<file path="config.mk">
export PLATFORM = sky130hd
export DESIGN_NAME = cdq_ctrl
export DESIGN_NICKNAME = d
export VERILOG_FILES = /design/src/design/cdq_pkg.sv /design/src/design/cdq_ctrl.sv
export SDC_FILE = /design/constraint.sdc
export NUM_CORES = 1
export LEC_CHECK = 0
export ABC_AREA = 1
export BUFFER_PORTS_ARGS = -buffer_cell sky130_fd_sc_hd__buf_2
export CAP_MARGIN = 20
export CORE_AREA = 2 2 39 41
export DETAILED_ROUTE_END_ITERATION = 6
export DIE_AREA = 0 0 41 43
export GPL_TIMING_DRIVEN = 1
export PLACE_DENSITY = 0.34
export SLEW_MARGIN = 0
export SYNTH_ARGS = -nofsm -noshare
export SYNTH_HDL_FRONTEND = slang
export SYNTH_SLANG_ARGS = --single-unit
</file>
<file path="constraint.sdc">
create_clock -name aclk -period 2.4 [get_ports aclk]
set_clock_uncertainty 0.15 [all_clocks]
set_input_delay 0.36 -clock aclk [delete_from_list [all_inputs] [get_ports aclk]]
set_output_delay 0.36 -clock aclk [all_outputs]
set_load 0.02 [all_outputs]
</file>
<file path="src/design/cdq_pkg.sv">
package cdq_pkg;

    localparam int WORD_W        = 32;
    localparam int FILL_W        = 8;
    localparam int DEPTH_DEFAULT = 128;

    typedef enum logic [1:0] {
        MODE_PUSH_BACK  = 2'd0,
        MODE_PUSH_FRONT = 2'd1,
        MODE_POP_FRONT  = 2'd2,
        MODE_POP_BACK   = 2'd3
    } mode_t;

    typedef enum logic [1:0] {
        STAT_DONE  = 2'd0,
        STAT_FULL  = 2'd1,
        STAT_EMPTY = 2'd2
    } status_t;

    typedef struct packed {
        mode_t                     mode;
        logic signed [WORD_W-1:0]  push_value;
    } in_item_t;

    typedef struct packed {
        status_t                   status;
        logic signed [WORD_W-1:0]  pop_value;
        logic [FILL_W-1:0]         fill_level;
    } out_item_t;

    typedef enum logic [1:0] {
        ST_IDLE = 2'd0,
        ST_EXEC = 2'd1,
        ST_READ = 2'd2
    } state_t;

    // controller -> datapath
    typedef struct packed {
        logic take;
        logic exec;
        logic load_rd;
    } cmd_t;

    // datapath -> controller
    typedef struct packed {
        logic out_free;
        logic rd_pend;
    } sts_t;

endpackage

</file>
<file path="src/design/cdq_ctrl.sv">
module cdq_ctrl (
    input  logic          aclk,
    input  logic          aresetn,
    input  logic          s_valid,
    output logic          s_ready,
    input  cdq_pkg::sts_t sts,
    output cdq_pkg::cmd_t cmd
);

    cdq_pkg::state_t state_reg;
    cdq_pkg::state_t state_next;

    always_ff @(posedge aclk) begin
        if (!aresetn) begin
            state_reg <= cdq_pkg::ST_IDLE;
        end else begin
            state_reg <= state_next;
        end
    end

    always_comb begin
        state_next = state_reg;
        unique case (state_reg)
            cdq_pkg::ST_IDLE: begin
                if (s_valid) begin
                    state_next = cdq_pkg::ST_EXEC;
                end
            end
            cdq_pkg::ST_EXEC: begin
                if (sts.out_free) begin
                    state_next = sts.rd_pend ? cdq_pkg::ST_READ : cdq_pkg::ST_IDLE;
                end
            end
            cdq_pkg::ST_READ: begin
                if (sts.out_free) begin
                    state_next = cdq_pkg::ST_IDLE;
                end
            end
            default: state_next = cdq_pkg::ST_IDLE;
        endcase
    end

    always_comb begin
        s_ready     = 1'b0;
        cmd.take    = 1'b0;
        cmd.exec    = 1'b0;
        cmd.load_rd = 1'b0;
        unique case (state_reg)
            cdq_pkg::ST_IDLE: begin
                s_ready  = 1'b1;
                cmd.take = s_valid;
            end
            cdq_pkg::ST_EXEC: begin
                cmd.exec = sts.out_free;
            end
            cdq_pkg::ST_READ: begin
                cmd.load_rd = sts.out_free;
            end
            default: ;
        endcase
    end

    // a popped word must be collected before the next beat is taken
    assert property (@(posedge aclk) disable iff (!aresetn)
        cmd.exec && sts.rd_pend |=> !s_ready)
        else $error("next beat accepted while a pop read is pending");

    assert property (@(posedge aclk) disable iff (!aresetn)
        $onehot0({cmd.take, cmd.exec, cmd.load_rd}))
        else $error("controller issued more than one command");

    assert property (@(posedge aclk) disable iff (!aresetn)
        cmd.take |=> state_reg == cdq_pkg::ST_EXEC && !s_ready)
        else $error("accepted beat not held for execution");

endmodule

</file>
==> metrics.cfg, run 1 <==
[outcome]
outcome = complete, no violations

[placement]
dp.final_hpwl_um = 245
place.gp.congestion = 0.615
io_buffers = 8

[pwr]
finalPower_mw = 0.134
p_leak_nw = 0.0958
p_per_area_mw_per_mm2 = 691
ir_drop_mv = 0.347

[sta]
hold_viol = 0
fin_tns_setup_ns = 0
relSlewSlack_pct = 88.1
finalCritPeriodShare_pct = 65.3
final.min_clock_period_ns = 1.57
finalSetupViolCount = 0
grt_setup_unrepaired = no
maxSlewViolCount = 0
worst_pin_slew_ns = 0.178
fmax_mhz = 638

[cells_and_area]
largest_reg_flops = 2
diodes = 0
areaGrowthSynthToFinish_pct = 74.2
drive_gt1_share_pct = 51.9
nets = 34
fillers = 160

[clock_network]
insertion_delay_ns = 0.22
cts_tree = yes
cts_resized = 0
path_clk_slew_ns = 0.03
post_cts_buffers = 0
h-tree-depth = 1
cts.hold.buffers_added = 0
cts.sinks = 2
cts_max_path_buffers = 2
cts_buffers = 3
cts_root_buf = clkbuf_4

[setup_path]
cp.required_ns = 1.89
cp-start-kind = flip-flop
slowest_stage = dfxtp_1
r2r_slack_ns = 1.53
crit_chain = inv_1 > nor3_1 > buf_2
ff2ff_path_depth = 3
worstSetupStartpoint = state_reg[0]$_SDFFE_PN0P_
arrival_ns = 1.06
reg2reg_from = state_reg[1]$_SDFFE_PN0P_
endpoint_kind = primary output
slowest_delay_ns = 0.39
critPathCapture = cmd[1]
path_class = flip-flop to primary output
rr_endpoint = state_reg[0]$_SDFFE_PN0P_
worstPathMaxFanout = 5

[global_route]
grt_antenna_before_repair = 0
grt_max_degree = 6
grt_usage_pct = 4.90
grt_pass1_wl_um = 483
grt_pass1_vias = 111
overflow = 0

[floorplan]
die_area_mm2 = 0.00176
fp-row-count = 14
io_pins = 9
start_util_pct = 8.05
coreArea_mm2 = 0.00138
die_h_um = 43
die_w_um = 41

[synthesis]
syn-num-nets = 21
syn_area_per_cell_um2 = 6.96
ys_ff_latch = 2
yosys_warnings = 0
syn_inst = 16
synth-edff-count = 0
synth_top_cells_by_count = inv_1 (5), dfxtp_1 (2), nand3_1 (2), nor3_1 (2)
yosys.cell_types.count = 9
syn_area_um2 = 111
seq_area_frac_synth_pct = 36.0
synthTopCellsByArea = dfxtp_1 (36%), inv_1 (17%), nand3_1 (9.0%), nor3_1 (9.0%), a21oi_2 (7.9%)
async_flop_share_pct = 0
ys.flop_type = dfxtp_1
yosysTopAreaCell = dfxtp_1
synth_top_area_share_pct = 36.0
yosysMostFrequentCell = inv_1

[job]
drv_cap = 0

[drt]
drt-vias-per-instance = 2.91
routedWlPerCell_um = 7.02
first_pass_iters = 2
wirelength_um = 302
dr.first_iter.drc_count = 3
antenna_left = 0
drc = 0
vias = 125

[min_path]
hp-class = input port to flip-flop

==> worst min path at each step <==
stage | from | endpoint | slack [ns] | depth (start not counted)
after CTS | aresetn | state_reg[0]$_SDFFE_PN0P_ | 0.22 | 3
final | aresetn | state_reg[0]$_SDFFE_PN0P_ | 0.23 | 3
after floorplan | state_reg[1]$_SDFFE_PN0P_ | state_reg[1]$_SDFFE_PN0P_ | 0.35 | 2
after detailed placement | state_reg[1]$_SDFFE_PN0P_ | state_reg[1]$_SDFFE_PN0P_ | 0.37 | 2
after global routing | aresetn | state_reg[0]$_SDFFE_PN0P_ | 0.22 | 3
after global placement | state_reg[1]$_SDFFE_PN0P_ | state_reg[1]$_SDFFE_PN0P_ | 0.38 | 2
==> logic make-up after synthesis <==
logic type / Yosys count / share of synthesized area (%)
compound gates: 2 / 12.4
simple gates: 7 / 34.8
buf+inv: 5 / 16.9
flops: 2 / 36.0
==> layout by cell type, fill, tap and decap left out, drive strengths merged <==
cell,synthesis,final
nand3,2,2
nor3,2,2
dfxtp,2,2
buf,0,8
a21oi,2,2
nand2,1,1
inv,5,5
nor2,1,1
clkbuf,0,3
nand4,1,1
==> per-layer routing <==
metal | routed length [um] | up-vias | global-route usage [%]
met1 | 182 | 43 | 6.69
met5 | 0 | - | 0
met4 | 0 | 0 | 4.00
met3 | 52 | 0 | 6.81
li1 | - | 73 | -
met2 | 67 | 9 | 2.81
==> area by class of cell <==
type                    instances  area [um^2]  area share (%)
multi-input cells               9         52.6            27.1
repair buffers                  8         40.0            20.6
clock buffers                   3         22.5            11.6
well taps                      16         20.0            10.3
flip-flops and latches          2         40.0            20.6
inverters                       5         18.8            9.68
==> worst max-delay path, delay by kind of cell (launching register included) <==
kind	cells	cell delay [ns]
buf+inv	2	0.26
flops	1	0.39
simple gates	1	0.17
==> metrics by stage <==
step | cell area (um^2) | hold slack (ns) | worst slack, ns | util [%] | std cells
4_1_cts | 194 | 0.224 | 0.823 | 14.0 | 43
2_1_floorplan | 111 | 0.347 | 0.959 | - | 16
5_1_grt | 194 | 0.221 | 0.780 | 14.0 | 43
6_report | 194 | 0.231 | 0.833 | 14.0 | 43
3_5_place_dp | 171 | 0.370 | 1.05 | 12.4 | 40
3_3_place_gp | 171 | 0.376 | 1.04 | 12.4 | 40
==> power by group <==
part	switching [mW]	internal (mW)	total [mW]
Sequential	0.00227	0.0353	0.0376
Combinational	0.0136	0.00850	0.0221
Clock	0.0191	0.0552	0.0743
No activity file was read; power rests on OpenSTA's default activity.
==> run 2: changes to the inputs <==
--- a/config.mk
+++ b/config.mk
@@ -12,7 +12,7 @@
 export DETAILED_ROUTE_END_ITERATION = 6
 export DIE_AREA = 0 0 41 43
 export GPL_TIMING_DRIVEN = 1
-export PLACE_DENSITY = 0.34
+export PLACE_DENSITY = 0.35
 export SLEW_MARGIN = 0
 export SYNTH_ARGS = -nofsm -noshare
 export SYNTH_HDL_FRONTEND = slang
==> constraint.sdc (replaced) <==
create_clock -name aclk -period 1.37 [get_ports aclk]
set_clock_uncertainty 0.15 [all_clocks]
set_input_delay 0.2055 -clock aclk [delete_from_list [all_inputs] [get_ports aclk]]
set_output_delay 0.2055 -clock aclk [all_outputs]
set_load 0.02 [all_outputs]
==> metrics.cfg, run 2 (synthesized netlist as in run 1, its figures left out) <==
[floorplan]
start_util_pct = 8.05  ; unchanged
io_pins = 9  ; unchanged
coreArea_mm2 = 0.00138  ; unchanged
die_area_mm2 = 0.00176  ; unchanged
die_h_um = 43  ; unchanged
fp-row-count = 14  ; unchanged
die_w_um = 41  ; unchanged

[drt]
wirelength_um = 323  ; +7.0%
antenna_left = 0  ; unchanged
vias = 137  ; +9.6%
dr.first_iter.drc_count = 2  ; -1
first_pass_iters = 2  ; unchanged
drc = 0  ; unchanged
routedWlPerCell_um = 7.51  ; +7.0%
drt-vias-per-instance = 3.19  ; +9.6%

[setup_path]
cp.required_ns = 1.01  ; -0.88 ns
worstSetupStartpoint = state_reg[1]$_SDFFE_PN0P_
r2r_slack_ns = 0.49  ; -1.04 ns
endpoint_kind = primary output
reg2reg_from = state_reg[1]$_SDFFE_PN0P_
critPathCapture = cmd[2]
ff2ff_path_depth = 3  ; unchanged
cp-start-kind = flip-flop
worstPathMaxFanout = 4  ; -1
arrival_ns = 0.96  ; -0.10 ns
path_class = flip-flop to primary output
rr_endpoint = state_reg[0]$_SDFFE_PN0P_

[cells_and_area]
areaGrowthSynthToFinish_pct = 92.1
final_cell_mix = buf_2 (6), inv_1 (5), clkbuf_4 (3)
diodes = 0  ; unchanged
largest_reg_flops = 2  ; unchanged
drive_gt1_share_pct = 66.7  ; +15 points
fillers = 173  ; +8.1%
nets = 34  ; unchanged
final_common_cell = buf_2
multiInputGateArea_um2 = 62.6  ; +19%
seqCellArea_um2 = 45.0  ; +12%

[sta]
worst_pin_slew_ns = 0.152  ; -0.0261 ns
hold_viol = 0  ; unchanged
setup_ws_ns = 0.0502  ; -0.782 ns
relSlewSlack_pct = 89.9  ; +1.7 points
grt_setup_unrepaired = yes
maxSlewViolCount = 0  ; unchanged
finalSetupViolCount = 0  ; unchanged
fmax_mhz = 758
fin_tns_setup_ns = 0  ; unchanged
final.min_clock_period_ns = 1.32
finalCritPeriodShare_pct = 96.3

[global_route]
grt_pass1_wl_um = 552  ; +14%
overflow = 0  ; unchanged
grt_antenna_before_repair = 0  ; unchanged
grt_pass1_vias = 140  ; +26%
grt_max_degree = 6  ; unchanged
grt_usage_pct = 5.01  ; +0.11 points

[clock_network]
cts_max_path_buffers = 2  ; unchanged
cts_tree = yes
cts.hold.buffers_added = 0  ; unchanged
cts.sinks = 2  ; unchanged
h-tree-depth = 1  ; unchanged
cts_buffers = 3  ; unchanged
post_cts_buffers = 0  ; unchanged
cts_root_buf = clkbuf_4
path_clk_slew_ns = 0.03  ; about the same
insertion_delay_ns = 0.22  ; about the same

[placement]
pre_cts_ws_ns = 0.156  ; -0.894 ns
place.gp.congestion = 0.596  ; -3.1%
io_buffers = 8  ; unchanged
dp.final_hpwl_um = 262  ; +6.8%

[outcome]
outcome = complete, no violations

[pwr]
p_per_area_mw_per_mm2 = 1100  ; +59%
finalPower_mw = 0.235  ; +75%
ir_drop_mv = 0.285  ; -18%
p_leak_nw = 0.0987  ; +3.0%

[job]
drv_cap = 0  ; unchanged

[min_path]
hp-class = input port to flip-flop
hold_depth = 3  ; unchanged

run 2: cell count changes in the layout (fill, tap and decap cells not counted), moves of 2 or more:
cell / previous run / this run
dfxtp_1: 2 / 0
nor3_2: 0 / 2
buf_2: 8 / 6
nor3_1: 2 / 0
buf_4: 0 / 2
run 2: worst min-delay path by stage:
stage	startpoint	end	slack (ns)
after global placement	aresetn	state_reg[0]$_SDFFE_PN0P_	0.31
after floorplan	aresetn	state_reg[0]$_SDFFE_PN0P_	0.20
after CTS	aresetn	state_reg[0]$_SDFFE_PN0P_	0.07
final	aresetn	state_reg[0]$_SDFFE_PN0P_	0.08
after global routing	aresetn	state_reg[0]$_SDFFE_PN0P_	0.09
after detailed placement	aresetn	state_reg[0]$_SDFFE_PN0P_	0.31
run 2: worst max-delay path, stage by stage, from the launching register on:
cell,delay [ns]
dfxtp_2,0.33
nor2_2,0.15
nand2_2,0.07
inv_1,0.05
buf_2,0.15
run 2: repair_timing:
item                       CTS  global route
setup endpoints to repair    2             3
hold endpoints to repair     0             0
cloned                       0             0
gates resized for setup      3             4
run 2: stage by stage:
stage	std cells	cell area, um^2	hold slack [ns]	utilization, %
2_1_floorplan	16	111	0.196	-
3_3_place_gp	40	171	0.306	12.4
3_5_place_dp	40	171	0.306	12.4
4_1_cts	43	201	0.0706	14.6
5_1_grt	43	214	0.0916	15.5
6_report	43	214	0.0776	15.5
run 2: layout make-up:
cell class	count	area share, %
Multi-Input combinational cell	9	29.2
Sequential cell	2	21.1
Timing Repair Buffer	8	21.1
Clock buffer	3	10.5
Tap cell	16	9.36
Inverter	5	8.77
run 2: per-layer routing:
layer | track usage, % | up-vias | part of all wire (%)
met4 | 6.00 | 0 | 0
met3 | 1.57 | 0 | 15
met5 | 0 | - | 0
met1 | 7.35 | 54 | 50
met2 | 4.69 | 9 | 35
li1 | - | 74 | -
run 2: report_power, final:
group / switching, mW / internal [mW] / total (mW)
combinational: 0.0255 / 0.0165 / 0.0420
clock: 0.0305 / 0.0963 / 0.127
sequential: 0.00445 / 0.0618 / 0.0663
